`src/design/motor_command_frame_encoder_macros.svh`:
```
// Assertion macros for the motor command frame encoder.
`ifndef MOTOR_COMMAND_FRAME_ENCODER_MACROS_SVH
`define MOTOR_COMMAND_FRAME_ENCODER_MACROS_SVH

`ifndef SYNTHESIS
// Same-cycle implication, checked out of reset.
`define MCFE_ASSERT(label, ante, cons) \
   label: assert property (@(posedge clock) disable iff (reset) (ante) |-> (cons)) \
      else $error("mcfe: assertion failed");
// Next-cycle implication, checked out of reset.
`define MCFE_ASSERT_NEXT(label, ante, cons) \
   label: assert property (@(posedge clock) disable iff (reset) (ante) |=> (cons)) \
      else $error("mcfe: assertion failed");
`else
`define MCFE_ASSERT(label, ante, cons)
`define MCFE_ASSERT_NEXT(label, ante, cons)
`endif

`endif

```
`src/design/mcfe_pkg.sv`:
```
package mcfe_pkg;

   typedef enum logic [2:0] {
      ACT_DUTY    = 3'd0,
      ACT_CURRENT = 3'd1,
      ACT_BRAKE   = 3'd2,
      ACT_SPEED   = 3'd3,
      ACT_ANGLE   = 3'd4
   } action_type;

   // Register indexes on the configuration port
   localparam logic [2:0] REG_START   = 3'd0;
   localparam logic [2:0] REG_STOP    = 3'd1;
   localparam logic [2:0] REG_DUTY    = 3'd2;
   localparam logic [2:0] REG_CURRENT = 3'd3;
   localparam logic [2:0] REG_BRAKE   = 3'd4;
   localparam logic [2:0] REG_SPEED   = 3'd5;
   localparam logic [2:0] REG_ANGLE   = 3'd6;

   // Byte positions inside a frame
   localparam logic [3:0] POS_START  = 4'd0;
   localparam logic [3:0] POS_LEN    = 4'd1;
   localparam logic [3:0] POS_ID     = 4'd2;
   localparam logic [3:0] POS_VAL3   = 4'd3;
   localparam logic [3:0] POS_VAL2   = 4'd4;
   localparam logic [3:0] POS_VAL1   = 4'd5;
   localparam logic [3:0] POS_VAL0   = 4'd6;
   localparam logic [3:0] POS_CRC_HI = 4'd7;
   localparam logic [3:0] POS_CRC_LO = 4'd8;
   localparam logic [3:0] POS_STOP   = 4'd9;

   localparam logic [7:0] FRAME_LEN = 8'd5;

   localparam logic [15:0] CRC_POLY = 16'h1021;

   localparam logic signed [31:0] DUTY_MAX    = 32'sd100000;
   localparam logic signed [31:0] DUTY_MIN    = -32'sd100000;
   localparam logic signed [31:0] CURRENT_MAX = 32'sd85000;
   localparam logic signed [31:0] CURRENT_MIN = -32'sd85000;
   localparam logic signed [31:0] ANGLE_MAX   = 32'sd360000000;
   localparam logic signed [31:0] ZERO_VALUE  = 32'sd0;

   typedef struct packed {
      logic [7:0] start_byte;
      logic [7:0] stop_byte;
      logic [7:0] id_duty;
      logic [7:0] id_current;
      logic [7:0] id_brake;
      logic [7:0] id_speed;
      logic [7:0] id_angle;
   } cfg_type;

   localparam cfg_type CFG_RESET = '{
      start_byte: 8'd2,
      stop_byte:  8'd3,
      id_duty:    8'd5,
      id_current: 8'd6,
      id_brake:   8'd7,
      id_speed:   8'd8,
      id_angle:   8'd9
   };

   typedef struct packed {
      logic signed [31:0] value;
      logic [7:0]         id;
      logic               port;
   } cmd_type;

   typedef struct packed {
      logic       busy;
      logic [3:0] pos;
   } stat_type;

   function automatic logic signed [31:0] clamp_value(
      input logic signed [31:0] v,
      input logic signed [31:0] lo,
      input logic signed [31:0] hi
   );
      logic signed [31:0] r;
      if (v < lo) begin
         r = lo;
      end else if (v > hi) begin
         r = hi;
      end else begin
         r = v;
      end
      return r;
   endfunction

   // One byte into CRC-16, MSB first
   function automatic logic [15:0] crc_feed(input logic [15:0] crc, input logic [7:0] b);
      logic [15:0] c;
      c = crc ^ {b, 8'h00};
      for (int k = 0; k < 8; k++) begin
         if (c[15]) begin
            c = {c[14:0], 1'b0} ^ CRC_POLY;
         end else begin
            c = {c[14:0], 1'b0};
         end
      end
      return c;
   endfunction

endpackage

```
`src/design/mcfe_channels.sv`:
```
interface mcfe_req_if;
   logic               valid;
   logic               ready;
   logic [2:0]         action;
   logic signed [31:0] value;
   logic               motor;

   modport source (output valid, output action, output value, output motor, input ready);
   modport sink (input valid, input action, input value, input motor, output ready);
endinterface

interface mcfe_rsp_if;
   logic       valid;
   logic       ready;
   logic [7:0] out_byte;
   logic       out_port;
   logic       last;

   modport source (output valid, output out_byte, output out_port, output last, input ready);
   modport sink (input valid, input out_byte, input out_port, input last, output ready);
endinterface

```
`src/design/mcfe_clamp.sv`:
```
module mcfe_clamp (
   input  logic              clock,
   input  logic              reset,
   mcfe_req_if.sink          req,
   input  mcfe_pkg::cfg_type cfg,
   output mcfe_pkg::cmd_type cmd,
   output logic              cmd_valid,
   input  logic              cmd_ready
);

   logic                 valid_ff;
   logic                 valid_in;
   mcfe_pkg::action_type action_ff;
   logic signed [31:0]   value_ff;
   logic                 motor_ff;
   logic                 known;
   logic signed [31:0]   clamped;
   logic [7:0]           id_sel;
   logic                 take;
   logic                 load;

   always_comb begin
      known   = 1'b1;
      clamped = value_ff;
      id_sel  = cfg.id_speed;
      unique case (action_ff)
         mcfe_pkg::ACT_DUTY: begin
            clamped = mcfe_pkg::clamp_value(value_ff, mcfe_pkg::DUTY_MIN, mcfe_pkg::DUTY_MAX);
            id_sel  = cfg.id_duty;
         end
         mcfe_pkg::ACT_CURRENT: begin
            clamped = mcfe_pkg::clamp_value(value_ff, mcfe_pkg::CURRENT_MIN,
                                            mcfe_pkg::CURRENT_MAX);
            id_sel  = cfg.id_current;
         end
         mcfe_pkg::ACT_BRAKE: begin
            clamped = mcfe_pkg::clamp_value(value_ff, mcfe_pkg::ZERO_VALUE,
                                            mcfe_pkg::CURRENT_MAX);
            id_sel  = cfg.id_brake;
         end
         mcfe_pkg::ACT_SPEED: begin
            id_sel  = cfg.id_speed;
         end
         mcfe_pkg::ACT_ANGLE: begin
            clamped = mcfe_pkg::clamp_value(value_ff, mcfe_pkg::ZERO_VALUE,
                                            mcfe_pkg::ANGLE_MAX);
            id_sel  = cfg.id_angle;
         end
         default: begin
            known = 1'b0;
         end
      endcase
   end

   // drop unknown kinds without a frame
   assign take      = valid_ff && (!known || cmd_ready);
   assign req.ready = !valid_ff || take;
   assign load      = req.valid && req.ready;
   assign cmd_valid = valid_ff && known;
   assign cmd.value = clamped;
   assign cmd.id    = id_sel;
   assign cmd.port  = motor_ff;

   always_comb begin
      valid_in = valid_ff;
      if (load) begin
         valid_in = 1'b1;
      end else if (take) begin
         valid_in = 1'b0;
      end
   end

   always_ff @(posedge clock) begin
      if (reset) begin
         valid_ff <= 1'b0;
      end else begin
         valid_ff <= valid_in;
      end
   end

   always_ff @(posedge clock) begin
      if (load) begin
         action_ff <= mcfe_pkg::action_type'(req.action);
         value_ff  <= req.value;
         motor_ff  <= req.motor;
      end
   end

endmodule

```
`src/design/mcfe_serializer.sv`:
```
module mcfe_serializer (
   input  logic               clock,
   input  logic               reset,
   input  mcfe_pkg::cmd_type  cmd,
   input  logic               cmd_valid,
   output logic               cmd_ready,
   input  mcfe_pkg::cfg_type  cfg,
   mcfe_rsp_if.source         rsp,
   output mcfe_pkg::stat_type stat
);

   logic              busy_ff;
   logic              busy_in;
   logic [3:0]        pos_ff;
   logic [3:0]        pos_in;
   mcfe_pkg::cmd_type frame_ff;
   logic [15:0]       crc_ff;
   logic [15:0]       crc_in;
   logic              out_valid_ff;
   logic              out_valid_in;
   logic [7:0]        out_byte_ff;
   logic              out_port_ff;
   logic              out_last_ff;
   logic [7:0]        cur_byte;
   logic              out_free;
   logic              advance;
   logic              at_end;
   logic              load;

   assign out_free  = !out_valid_ff || rsp.ready;
   assign advance   = busy_ff && out_free;
   assign at_end    = (pos_ff == mcfe_pkg::POS_STOP);
   assign cmd_ready = !busy_ff || (advance && at_end);
   assign load      = cmd_valid && cmd_ready;

   always_comb begin
      unique case (pos_ff)
         mcfe_pkg::POS_START:  cur_byte = cfg.start_byte;
         mcfe_pkg::POS_LEN:    cur_byte = mcfe_pkg::FRAME_LEN;
         mcfe_pkg::POS_ID:     cur_byte = frame_ff.id;
         mcfe_pkg::POS_VAL3:   cur_byte = frame_ff.value[31:24];
         mcfe_pkg::POS_VAL2:   cur_byte = frame_ff.value[23:16];
         mcfe_pkg::POS_VAL1:   cur_byte = frame_ff.value[15:8];
         mcfe_pkg::POS_VAL0:   cur_byte = frame_ff.value[7:0];
         mcfe_pkg::POS_CRC_HI: cur_byte = crc_ff[15:8];
         mcfe_pkg::POS_CRC_LO: cur_byte = crc_ff[7:0];
         mcfe_pkg::POS_STOP:   cur_byte = cfg.stop_byte;
         default:              cur_byte = 8'h00;
      endcase
   end

   // fold id and value bytes into the CRC as they go out
   always_comb begin
      crc_in = crc_ff;
      priority if (advance && pos_ff == mcfe_pkg::POS_ID) begin
         crc_in = mcfe_pkg::crc_feed(16'h0000, cur_byte);
      end else if (advance && pos_ff >= mcfe_pkg::POS_VAL3 && pos_ff <= mcfe_pkg::POS_VAL0) begin
         crc_in = mcfe_pkg::crc_feed(crc_ff, cur_byte);
      end else begin
         crc_in = crc_ff;
      end
   end

   always_comb begin
      busy_in = busy_ff;
      pos_in  = pos_ff;
      if (load) begin
         busy_in = 1'b1;
         pos_in  = mcfe_pkg::POS_START;
      end else if (advance && at_end) begin
         busy_in = 1'b0;
         pos_in  = mcfe_pkg::POS_START;
      end else if (advance) begin
         pos_in  = pos_ff + 4'd1;
      end
      out_valid_in = advance ? 1'b1 : (rsp.ready ? 1'b0 : out_valid_ff);
   end

   always_ff @(posedge clock) begin
      if (reset) begin
         busy_ff      <= 1'b0;
         pos_ff       <= mcfe_pkg::POS_START;
         out_valid_ff <= 1'b0;
      end else begin
         busy_ff      <= busy_in;
         pos_ff       <= pos_in;
         out_valid_ff <= out_valid_in;
      end
   end

   always_ff @(posedge clock) begin
      crc_ff <= crc_in;
      if (load) begin
         frame_ff <= cmd;
      end
      if (advance) begin
         out_byte_ff <= cur_byte;
         out_port_ff <= frame_ff.port;
         out_last_ff <= at_end;
      end
   end

   assign rsp.valid    = out_valid_ff;
   assign rsp.out_byte = out_byte_ff;
   assign rsp.out_port = out_port_ff;
   assign rsp.last     = out_last_ff;
   assign stat.busy    = busy_ff;
   assign stat.pos     = pos_ff;

endmodule

```
`src/design/motor_command_frame_encoder.sv`:
```
// Motor command frame encoder. Each accepted command (kind, signed 32-bit value,
// port) is clamped by kind and sent as a ten-byte frame on rsp_chan, one byte per
// transfer: start, length 5, command id, value big-endian, CRC-16 (0x1021, init 0)
// over id and value, stop; last marks the stop byte. Bytes leave at one per cycle
// from the output register while rsp_chan is ready, and the byte serializer holds
// when it is not. An input register and the frame register each buffer one
// command, so the next command is taken while a frame is still going out. The
// first byte passes the input, frame and output registers. Unknown kinds are
// taken and dropped. Write the csr_ registers only while idle.
`include "motor_command_frame_encoder_macros.svh"

module motor_command_frame_encoder (
   input  logic       clock,
   input  logic       reset,
   input  logic       csr_wr_en,
   input  logic [2:0] csr_index,
   input  logic [7:0] csr_wdata,
   mcfe_req_if.sink   req_chan,
   mcfe_rsp_if.source rsp_chan
);

   mcfe_pkg::cfg_type  cfg_ff;
   mcfe_pkg::cfg_type  cfg_in;
   mcfe_pkg::cmd_type  cmd;
   logic               cmd_valid;
   logic               cmd_ready;
   mcfe_pkg::stat_type ser_stat;

   always_comb begin
      cfg_in = cfg_ff;
      if (csr_wr_en) begin
         unique case (csr_index)
            mcfe_pkg::REG_START:   cfg_in.start_byte = csr_wdata;
            mcfe_pkg::REG_STOP:    cfg_in.stop_byte  = csr_wdata;
            mcfe_pkg::REG_DUTY:    cfg_in.id_duty    = csr_wdata;
            mcfe_pkg::REG_CURRENT: cfg_in.id_current = csr_wdata;
            mcfe_pkg::REG_BRAKE:   cfg_in.id_brake   = csr_wdata;
            mcfe_pkg::REG_SPEED:   cfg_in.id_speed   = csr_wdata;
            mcfe_pkg::REG_ANGLE:   cfg_in.id_angle   = csr_wdata;
            default:               cfg_in = cfg_ff;
         endcase
      end
   end

   always_ff @(posedge clock) begin
      if (reset) begin
         cfg_ff <= mcfe_pkg::CFG_RESET;
      end else begin
         cfg_ff <= cfg_in;
      end
   end

   mcfe_clamp u_clamp (
      .clock     (clock),
      .reset     (reset),
      .req       (req_chan),
      .cfg       (cfg_ff),
      .cmd       (cmd),
      .cmd_valid (cmd_valid),
      .cmd_ready (cmd_ready)
   );

   mcfe_serializer u_serializer (
      .clock     (clock),
      .reset     (reset),
      .cmd       (cmd),
      .cmd_valid (cmd_valid),
      .cmd_ready (cmd_ready),
      .cfg       (cfg_ff),
      .rsp       (rsp_chan),
      .stat      (ser_stat)
   );

   `MCFE_ASSERT(a_pos_range, 1'b1, ser_stat.pos <= mcfe_pkg::POS_STOP)
   `MCFE_ASSERT(a_idle_pos, !ser_stat.busy, ser_stat.pos == mcfe_pkg::POS_START)
   `MCFE_ASSERT_NEXT(a_load_starts, cmd_valid && cmd_ready, ser_stat.busy && ser_stat.pos == mcfe_pkg::POS_START)
   `MCFE_ASSERT(a_last_at_stop, rsp_chan.valid && rsp_chan.last, ser_stat.pos == mcfe_pkg::POS_START)

endmodule
```
`src/flat_wrapper.sv`:
```
// flat-port wrapper written by rule: the top's interface ports become plain ports
module motor_command_frame_encoder_flat 
  (clock, reset, csr_wr_en, csr_index, csr_wdata, req_chan_valid, req_chan_action, req_chan_value, req_chan_motor, req_chan_ready, rsp_chan_valid, rsp_chan_out_byte, rsp_chan_out_port, rsp_chan_last, rsp_chan_ready);
  mcfe_req_if req_chan_i ();
  mcfe_rsp_if rsp_chan_i ();
  input  logic clock;
  input  logic reset;
  input  logic csr_wr_en;
  input  logic [2:0] csr_index;
  input  logic [7:0] csr_wdata;
  input wire logic [$bits(req_chan_i.valid)-1:0] req_chan_valid;
  input wire logic [$bits(req_chan_i.action)-1:0] req_chan_action;
  input wire logic [$bits(req_chan_i.value)-1:0] req_chan_value;
  input wire logic [$bits(req_chan_i.motor)-1:0] req_chan_motor;
  output wire logic [$bits(req_chan_i.ready)-1:0] req_chan_ready;
  output wire logic [$bits(rsp_chan_i.valid)-1:0] rsp_chan_valid;
  output wire logic [$bits(rsp_chan_i.out_byte)-1:0] rsp_chan_out_byte;
  output wire logic [$bits(rsp_chan_i.out_port)-1:0] rsp_chan_out_port;
  output wire logic [$bits(rsp_chan_i.last)-1:0] rsp_chan_last;
  input wire logic [$bits(rsp_chan_i.ready)-1:0] rsp_chan_ready;
  assign req_chan_i.valid = req_chan_valid;
  assign req_chan_i.action = req_chan_action;
  assign req_chan_i.value = req_chan_value;
  assign req_chan_i.motor = req_chan_motor;
  assign req_chan_ready = req_chan_i.ready;
  assign rsp_chan_valid = rsp_chan_i.valid;
  assign rsp_chan_out_byte = rsp_chan_i.out_byte;
  assign rsp_chan_out_port = rsp_chan_i.out_port;
  assign rsp_chan_last = rsp_chan_i.last;
  assign rsp_chan_i.ready = rsp_chan_ready;
  motor_command_frame_encoder u_core (.clock(clock), .reset(reset), .csr_wr_en(csr_wr_en), .csr_index(csr_index), .csr_wdata(csr_wdata), .req_chan(req_chan_i), .rsp_chan(rsp_chan_i));
endmodule
```
`config.mk`:
```
export PLATFORM = sky130hd
export DESIGN_NAME = motor_command_frame_encoder_flat
export DESIGN_NICKNAME = d
export VERILOG_FILES = /design/src/design/mcfe_pkg.sv /design/src/design/mcfe_channels.sv /design/src/design/mcfe_clamp.sv /design/src/design/mcfe_serializer.sv /design/src/design/motor_command_frame_encoder.sv /design/src/flat_wrapper.sv
export VERILOG_INCLUDE_DIRS = /design/src /design/src/design
export SDC_FILE = /design/constraint.sdc
export NUM_CORES = 1
export LEC_CHECK = 0
export BUFFER_PORTS_ARGS = -buffer_cell sky130_fd_sc_hd__buf_4
export CAP_MARGIN = 0
export CORE_MARGIN = 4
export CORE_UTILIZATION = 45
export DETAILED_ROUTE_END_ITERATION = 12
export PLACE_DENSITY = 0.7
export SLEW_MARGIN = 20
export SYNTH_ARGS = -nofsm -noshare
export SYNTH_HDL_FRONTEND = slang
export SYNTH_SLANG_ARGS = --single-unit
```
`constraint.sdc`:
```
create_clock -name clock -period 7.79 [get_ports clock]
set_input_delay 1.1685 -clock clock [delete_from_list [all_inputs] [get_ports clock]]
set_output_delay 1.1685 -clock clock [all_outputs]
set_load 0.03 [all_outputs]
```
-- Word level (Yosys, flattened, before mapping)
Cells that the tools add are included.
- reductions and logical operators: 33
- add/subtract/negate cells: 1
- equality and inequality tests: 19
- bitwise gates (word level): 17
- muxes and demuxes: 56
- order comparisons: 8
- operators with widths (cell ; number):
    $mux 16 ; 23
    $mux 32 ; 7
    $mux 13 ; 16
    $pmux 32 s4 ; 1
    $pmux 8 s10 ; 1
    $gt 32x18->1 const B ; 2
    $lt 32x18->1 const B ; 2
    $not 3->3 ; 16
    $gt 32x30->1 const B ; 1
    $lt 32x1->1 const B ; 1
    $pmux 8 s4 ; 1
    $eq 4x3->1 const B ; 4
    $xor 16x16->16 ; 1
    $reduce_and 2->1 ; 7
    $eq 3x2->1 const B ; 4
    $eq 3x3->1 const B ; 4
    $logic_and 1x1->1 ; 9
    $eq 4x2->1 const B ; 2
    $eq 4x4->1 const B ; 2
    $reduce_bool 2->1 ; 4
    $mux 1 ; 7
    $eq 3x1->1 const B ; 2
    $logic_not 3->1 ; 2
    $reduce_or 5->1 ; 1
    other kinds (8) ; 14
- register bits after elaboration: 166
- input port bits: 52

-- Logic depth before layout (Yosys ltp)
Gate-level depths: netlist of run 1.
- depth after elaboration: 35
- mapped depth: 10

-- Cells and area by module
Synthesis of run 1 repeated with hierarchy kept, for this count alone.
- cells, all modules: 742
- area, all modules: 8291.7 um^2
- by module, submodules not included (module ; area an instance (um^2) ; times used ; seq. area each (um^2) ; cells each):
    mcfe_serializer ; 3468.3 ; 1 ; 2132.0 ; 263
    mcfe_clamp ; 2618.8 ; 1 ; 1101.1 ; 278
    motor_command_frame_encoder ; 2204.6 ; 1 ; 1121.1 ; 201

-- Worst setup path after synthesis of run 1
Ideal clock, no wire load.
- path kind: input -> register
- start: input rsp_chan_ready
- end: register u_core.u_serializer.frame_ff[0] in the netlist's numbering (enable)
- stages on the path: 4
- path slack: 3.825 ns
- buffers on the path: 0
- setup time: 0.444 ns
- data required time: 7.346 ns
- arrival time: 3.520 ns
- path through: nand2b_1 nand2_1 o21ai_0 nor2b_1
- word-level cells in the longest chain between the ends: 5
- RTL lines (element ; RTL line ; source):
    start, declared ; flat_wrapper.sv:20 ; input wire logic [$bits(rsp_chan_i.ready)-1:0] rsp_chan_ready;
    $logic_or 1x1->1 ; mcfe_serializer.sv:30 ; assign out_free = !out_valid_ff || rsp.ready;
    $logic_and 1x1->1 ; mcfe_serializer.sv:31 ; assign advance = busy_ff && out_free;
    $logic_and 1x1->1 ; mcfe_serializer.sv:33 ; assign cmd_ready = !busy_ff || (advance && at_end);
    $logic_or 1x1->1 ; mcfe_serializer.sv:33 ;
    $logic_and 1x1->1 ; mcfe_serializer.sv:34 ; assign load = cmd_valid && cmd_ready;
    end signal, assigned ; mcfe_serializer.sv:94 ; frame_ff <= cmd;
    end, declared ; mcfe_serializer.sv:16 ; mcfe_pkg::cmd_type frame_ff;
Every way passes these cells.
A chain may end at the register's enable or synchronous reset.

-- Worst setup path after layout of run 1
- start: input rsp_chan_ready
- end: output req_chan_ready
- word-level cells in the longest chain between the ends: 7
- RTL lines (element ; RTL line ; source):
    $logic_or 1x1->1 ; mcfe_serializer.sv:30 ;
    $logic_and 1x1->1 ; mcfe_serializer.sv:31 ;
    $logic_and 1x1->1 ; mcfe_serializer.sv:33 ;
    $logic_or 1x1->1 ; mcfe_serializer.sv:33 ;
    $logic_or 1x1->1 ; mcfe_clamp.sv:56 ; assign take = valid_ff && (!known || cmd_ready);
    $logic_and 1x1->1 ; mcfe_clamp.sv:56 ;
    $logic_or 1x1->1 ; mcfe_clamp.sv:57 ; assign req.ready = !valid_ff || take;
    end, declared ; flat_wrapper.sv:15 ; output wire logic [$bits(req_chan_i.ready)-1:0] req_chan_ready;
Every way passes these cells.

==> key figures, run 1 <==
Run status
  – Status: completed

Hold path
  – Worst hold path stage count: 0
  – Min-Delay Path Class: reg -> reg

Placed design
  – Placed cell area: 8398 µm²
  – I/O Buffers: 63
  – Final GP Congestion: 0.8894
  – Cells after DPL: 1,012
  – Detailed Place HPWL: 13.44 mm

Power and ir drop
  – P per Cell Area: 218.9 nW/µm²
  – P_sw: 468.4 µW
  – LEAKAGE: 3.232 nW
  – Pwr Total: 1.964 mW
  – Internal power: 1.496 mW
  – Logic pwr share: 9.4%
  – Clk network pwr share: 39.3%
  – Maximum vdd drop: 0.0001920 V
  – Seq pwr share: 51.3%
  – Sw Share: 23.85%

Die
  – Core Area: 16,760 µm²
  – Site row count: 47
  – Top Ports: 64
  – Die Y-Extent: 139.4 µm
  – DIE WIDTH: 139.4 µm
  – Die area: 19,440 µm²
  – Starting density of the core: 46.39%

Worst setup path
  – Crit path cell chain: buf_4 > nand2b_1 > nand2_1 > o21ai_0 > or2_2 > buf_4
  – Cell class contributing the biggest share of worst-path delay: simple AND/OR/NAND/NOR gates
  – Slowest CP cell: or2_2
  – CP Capture Type: output pin
  – Buf+Inv Stages, Crit Path: 2
  – CP dominant cell by count: buf_4
  – Worst r2r path cells: 6
  – Critical path peak fanout: 7
  – WS Path Type: in -> out
  – CP max stage delay: 360 ps
  – Worst Setup Start Kind: input port
  – Crit path DAT: 2400 ps
  – Stages on worst setup path: 6
  – Required time of the critical path: 6620 ps
  – Flop2flop setup slack: 4890 ps

Logic synthesis
  – Leading area contributor after synthesis: edfxtp_1
  – #FFs+latches synth: 166
  – Synth async-reset ratio: 0%
  – Synth area leaders: edfxtp_1, dfxtp_1, nand2_1
  – Top_reg_cell synth: edfxtp_1
  – EDFF count, synth: 103
  – Syn_nets: 820
  – YS warnings: 0
  – Cell area after synthesis: 7775 µm²
  – Syn_area_per_cell: 10.18 µm²
  – Cells after synthesis: 764
  – Synth cell types: 70
  – Seq/Total Area, Yosys: 56.00%
  – Post-synth top area share: 39.78%

Global routing
  – Largest net degree at the start of global routing: 48
  – Initial antenna violation count: 0
  – Gr ovfl total: 0
  – First-pass GRT wire length: 30.62 mm
  – GRT Total Usage: 19.93%
  – Number of global-route vias before repair: 5,641

STA
  – Final setup TNS: 0 ps
  – Clock skew: 9.239 ps
  – Fin crit share: 45.78%
  – Setup violators final: 0
  – Slew Limit Headroom: 40.57%
  – Worst Tran Pin Value: 884.7 ps
  – Final Max Tran Viols: 0
  – Final hold vios: 0
  – Final min period: 3566 ps
  – Max Clk Rate: 280.4 MHz
  – RSZ-0062 raised after global routing: false

Cells and area
  – Most common cell after layout, fill and taps aside: nand2_1
  – Commonest non-fill, non-tap cells in the layout: nand2_1, edfxtp_1, a21oi_1
  – Cell area after layout: 8975 µm²
  – Nets: 868
  – P&R area growth vs syn: 15.43%
  – Antenna Cells: 0
  – Final cell count without fillers: 1,045
  – Share of cells above drive strength 1: 13.45%

CTS
  – Maximum clock insertion buffer count: 2
  – Clock transition at path regs: 60 ps
  – # H-tree levels: 4
  – Clock Sinks: 166
  – Resized cells post-CTS: 0
  – CTS tree: yes
  – Hold_buf cts: 0
  – CTS Buf Count: 17
  – CTS root buffer: clkbuf_16
  – Post-CTS Setup Bufs: 0
  – Later-pin clock latency in the skew report: 430 ps

Routing
  – Total routed wirelength: 19.12 mm
  – DR WL/cell: 18.30 µm
  – TritonRoute pass-1 iters: 5
  – Vias/cell: 5.734
  – Drc violations: 0
  – DR iter-0 viols: 534
  – Detailed-route via count: 5,992
  – Detail Route Antenna Nets: 0

Flow run
  – Max Cap Viol: 0
## sequential cells by signal, summed over array words and instances, names as in the netlist
name                              cells
u_core.u_serializer.rsp.last          1
u_core.u_clamp.valid_ff               1
u_core.cfg_ff                        56
u_core.u_serializer.rsp.out_byte      8
u_core.u_serializer.busy_ff           1
u_core.u_serializer.rsp.valid         1
u_core.u_clamp.motor_ff               1
u_core.u_clamp.value_ff              32
u_core.u_serializer.crc_ff           16
u_core.u_serializer.rsp.out_port      1
u_core.u_serializer.pos_ff            4
u_core.u_clamp.action_ff              3
u_core.u_serializer.frame_ff         41
## through the flow
stage | util (%) | setup slack, ps | hold WS, ps
finish | 53.55 | 4224 | 422.1
global route | 53.55 | 4005 | 438.0
detailed placement | 50.11 | 4261 | 408.0
floorplan | - | 3825 | 400.3
global placement | 50.11 | 4318 | 406.1
CTS | 53.35 | 4258 | 422.7
## path summary, 6_finish.rpt
kind / startpoint / endpoint
max: rsp_chan_ready / req_chan_ready
min: u_core.u_clamp.motor_ff$_DFFE_PP_ / u_core.u_serializer.frame_ff[0]$_DFFE_PP_
max reg2reg: u_core.u_serializer.pos_ff[3]$_SDFFE_PP0P_ / u_core.u_clamp.action_ff[2]$_DFFE_PP_
min reg2reg: u_core.u_clamp.motor_ff$_DFFE_PP_ / u_core.u_serializer.frame_ff[0]$_DFFE_PP_
## routing by layer
metal	routed length [µm]	part of all wire [%]	GRT usage, %	vias up
li1	-	-	-	2876
met1	8537	45	27.56	2879
met2	9102	48	31.32	208
met3	1111	5.8	4.322	29
met4	369	1.9	6.643	0
met5	0	0	0	-
## area by class of cell
class	instances	area, µm²
clock buffers	24	495.5
clock inverters	8	47.55
fillers	1484	7785
inverters	15	56.30
multi-input cells	546	3231
flip-flops and latches	166	4354
well taps	220	275.3
repair buffers	66	515.5
## synth_stat cells, types with 8 or more instances
library cell / instances
nor2b_1: 8
nand2b_1: 9
o21ai_0: 20
xnor2_1: 29
o21a_1: 21
a22oi_1: 14
inv_1: 14
dfxtp_1: 63
a21oi_1: 72
xor2_1: 15
o22ai_1: 13
clkbuf_1: 24
edfxtp_1: 103
nor3_1: 14
nand2_1: 148
mux2i_1: 16
nand3_1: 24
nor2_1: 42
## worst register-to-register path, cell delays in order (launching register included)
cell	delay, ps
dfxtp_1	650
inv_1	190
nor2_1	300
nand2_1	140
o21ai_0	310
or2_2	210
and2_2	700
## cell families after synthesis
family,Yosys count,synth area share (%)
adder cells (fa/ha/maj),4,0.6437
multiplexers,18,2.349
XOR/XNOR,44,4.957
buffers and inverters,52,2.704
AO/OA/AOI/OAI,187,15.74
flip-flops,166,56.00
AND/OR/NAND/NOR,293,17.61
## power by group through the flow
| stage | registers (mW) | logic (mW) | clock network, mW |
|---|---|---|---|
| after floorplan | 1.02 | 0.120 | 0 |
| after global placement | 1.03 | 0.178 | 0 |
| after detailed placement | 1.03 | 0.180 | 0 |
| after CTS | 1.01 | 0.181 | 0.788 |
| after global routing | 1.01 | 0.202 | 0.831 |
| final | 1.01 | 0.184 | 0.773 |
Note: power is estimated with default switching activity, not from simulation.
==> run 2, diff against run 1 <==
clock period = 3.39 ns   (was 7.79 ns; I/O delays follow)
==> run 2 against run 1 <==
Wire length rose by 1.2%. Clock skew rose by 4.0 ps. Core utilization rose by 0.51 points. Sequential share of layout area fell by 0.46 points. Count of clock-buffer cells in the layout rose by 2. Critical path depth rose by 1. Largest cell class unchanged. Highest routed layer unchanged.
==> key figures, run 2 (synthesis results as in run 1) <==
Run status
  – Status: completed (unchanged)

Hold path
  – Worst Hold Launch: req_chan_value[26] (was u_core.u_clamp.motor_ff$_DFFE_PP_)
  – Worst hold path stage count: 1 (was 0)
  – Worst hold endpoint: u_core.u_clamp.value_ff[26]$_DFFE_PP_ (was u_core.u_serializer.frame_ff[0]$_DFFE_PP_)
  – Min-Delay Path Class: in -> reg (was reg -> reg)

CTS
  – # H-tree levels: 4 (unchanged)
  – Post-CTS Setup Bufs: 0 (unchanged)
  – Resized cells post-CTS: 0 (unchanged)
  – CTS tree: yes (unchanged)
  – CTS root buffer: clkbuf_16 (unchanged)
  – Hold_buf cts: 0 (unchanged)
  – Clock transition at path regs: 60 ps (about the same)
  – Later-pin clock latency in the skew report: 430 ps (about the same)
  – Clock Sinks: 166 (unchanged)
  – CTS Buf Count: 17 (unchanged)
  – Maximum clock insertion buffer count: 2 (unchanged)

Die
  – Starting density of the core: 46.39% (unchanged)
  – Die area: 19,440 µm² (unchanged)
  – Top Ports: 64 (unchanged)
  – DIE WIDTH: 139.4 µm (unchanged)
  – Site row count: 47 (unchanged)
  – Core Area: 16,760 µm² (unchanged)
  – Die Y-Extent: 139.4 µm (unchanged)

STA
  – Final hold vios: 0 (unchanged)
  – Slew Limit Headroom: 40.77% (was 40.57%)
  – Clock skew: 13.21 ps (was 9.239 ps)
  – RSZ-0062 raised after global routing: false (unchanged)
  – Fin crit share: 83.97%
  – Setup violators final: 0 (unchanged)
  – Final WS setup: 543.3 ps (was 4224 ps)
  – Final setup TNS: 0 ps (unchanged)
  – Max Clk Rate: 351.3 MHz
  – Worst Tran Pin Value: 880.3 ps (was 884.7 ps)
  – Final Max Tran Viols: 0 (unchanged)
  – Final min period: 2847 ps

Cells and area
  – Antenna Cells: 0 (unchanged)
  – Commonest non-fill, non-tap cells in the layout: nand2_1, edfxtp_1, a21oi_1, buf_4, dfxtp_1 (was nand2_1, edfxtp_1, a21oi_1)
  – Share of cells above drive strength 1: 14.20% (was 13.45%)
  – Max FFs per register: 56 (unchanged)
  – Final Util: 54.06% (was 53.55%)
  – Nets: 874 (was 868)
  – Most common cell after layout, fill and taps aside: nand2_1 (unchanged)
  – Largest registers: u_core.cfg_ff: 56 flops, u_core.u_serializer.frame_ff: 41 flops, u_core.u_clamp.value_ff: 32 flops (unchanged)
  – Fillers: 1,496 (was 1,484)
  – Top reg by flops: u_core.cfg_ff (unchanged)
  – P&R area growth vs syn: 16.53% (was 15.43%)
  – Cell area after layout: 9060 µm² (was 8975 µm²)

Placed design
  – Final GP Congestion: 0.9306 (was 0.8894)
  – Placed cell area: 8451 µm² (was 8398 µm²)
  – Pre-CTS WS: 553.2 ps (was 4261 ps)
  – Detailed Place HPWL: 13.68 mm (was 13.44 mm)
  – I/O Buffers: 63 (unchanged)

Worst setup path
  – CP Capture Type: register (was output pin)
  – Flop2flop setup slack: 540 ps (was 4890 ps)
  – Buf+Inv Stages, Crit Path: 1 (was 2)
  – FF-to-FF Start: u_core.u_clamp.value_ff[30]$_DFFE_PP_ (was u_core.u_serializer.pos_ff[3]$_SDFFE_PP0P_)
  – Required time of the critical path: 3570 ps (was 6620 ps)
  – Crit path cell chain: nand4_1 > or4_4 > a2bb2oi_1 > o32ai_1 > buf_4 > a2111o_1 > o21a_1 (was buf_4 > nand2b_1 > nand2_1 > o21ai_0 > or2_2 > buf_4)
  – Slowest CP cell: or4_4 (was or2_2)
  – Critical path peak fanout: 14 (was 7)
  – CP max stage delay: 560 ps (was 360 ps)
  – Crit path DAT: 3030 ps (was 2400 ps)
  – Cell class contributing the biggest share of worst-path delay: compound AO/OA/AOI/OAI gates (was simple AND/OR/NAND/NOR gates)
  – Worst Setup Start Kind: register (was input port)
  – Worst R2R End: u_core.u_serializer.frame_ff[32]$_DFFE_PP_ (was u_core.u_clamp.action_ff[2]$_DFFE_PP_)
  – Worst r2r path cells: 7 (was 6)
  – WS Path Type: reg -> reg (was in -> out)

Routing
  – TritonRoute pass-1 iters: 7 (was 5)
  – Total routed wirelength: 19.35 mm (was 19.12 mm)
  – Drc violations: 0 (unchanged)
  – DR iter-0 viols: 626 (was 534)
  – Detailed-route via count: 6,057 (was 5,992)
  – Detail Route Antenna Nets: 0 (unchanged)
  – DR WL/cell: 18.41 µm (was 18.30 µm)
  – Vias/cell: 5.763 (was 5.734)

Global routing
  – First-pass GRT wire length: 31.08 mm (was 30.62 mm)
  – GRT Total Usage: 20.04% (was 19.93%)
  – Initial antenna violation count: 0 (unchanged)
  – Number of global-route vias before repair: 5,822 (was 5,641)
  – Largest net degree at the start of global routing: 48 (unchanged)
  – Gr ovfl total: 0 (unchanged)

Power and ir drop
  – Maximum vdd drop: 0.0003657 V (was 0.0001920 V)
  – P per Cell Area: 520.8 nW/µm² (was 218.9 nW/µm²)
  – Pwr Total: 4.719 mW (was 1.964 mW)
  – LEAKAGE: 3.288 nW (was 3.232 nW)

Flow run
  – Max Cap Viol: 0 (unchanged)
-- run 2: cell types whose count changed in the layout (fill, tap and decap cells not counted), sizes merged --
cell    change
buf         +6
bufinv      +2
clkbuf      +2
clkinv      -4
-- run 2: per-stage QoR --
| step | hold slack (ps) | cells |
|---|---|---|
| floorplan | 400.3 | 764 |
| global placement | 407.1 | 1019 |
| detailed placement | 407.1 | 1019 |
| CTS | 234.2 | 1051 |
| global route | 236.0 | 1051 |
| finish | 246.5 | 1051 |
-- run 2: how the worst max path moves through the flow --
| stage | startpoint | end | slack, ps | depth (start not counted) |
|---|---|---|---|---|
| 6_report | u_core.u_clamp.value_ff[30]$_DFFE_PP_ | u_core.u_serializer.frame_ff[32]$_DFFE_PP_ | 540 | 7 |
| 3_3_place_gp | u_core.u_clamp.value_ff[21]$_DFFE_PP_ | u_core.u_serializer.frame_ff[15]$_DFFE_PP_ | 530 | 7 |
| 4_1_cts | u_core.u_clamp.value_ff[30]$_DFFE_PP_ | u_core.u_serializer.frame_ff[38]$_DFFE_PP_ | 530 | 7 |
| 5_1_grt | u_core.u_clamp.value_ff[30]$_DFFE_PP_ | u_core.u_serializer.frame_ff[38]$_DFFE_PP_ | 380 | 7 |
| 2_1_floorplan | u_core.u_serializer.pos_ff[0]$_SDFFE_PP0P_ | u_core.u_serializer.crc_ff[0]$_DFFE_PP_ | 590 | 7 |
| 3_5_place_dp | u_core.u_clamp.value_ff[30]$_DFFE_PP_ | u_core.u_serializer.frame_ff[38]$_DFFE_PP_ | 550 | 7 |
-- run 2: layout make-up --
cell class / count / area [µm²] / area share, %
multi-input cells: 546 / 3224 / 35.59
flip-flops and latches: 166 / 4354 / 48.06
well taps: 220 / 275.3 / 3.038
clock buffers: 26 / 523.0 / 5.773
repair buffers: 72 / 540.5 / 5.966
clock inverters: 6 / 86.33 / 0.9529
inverters: 15 / 56.30 / 0.6215
-- run 2: per-layer routing --
layer / up-vias / wire length, µm / track usage, %
met5: - / 0 / 0
li1: 2896 / - / -
met1: 2922 / 8667 / 27.24
met3: 32 / 1107 / 4.460
met4: 0 / 341 / 6.025
met2: 207 / 9228 / 32.29
-- run 2: power by group --
group / leakage (nW) / switching, mW / internal, mW / total (mW)
clock: 0.306 / 0.767 / 1.21 / 1.98
combinational: 1.50 / 0.251 / 0.174 / 0.425
sequential: 1.48 / 0.0676 / 2.24 / 2.31
total: 3.29 / 1.09 / 3.63 / 4.72
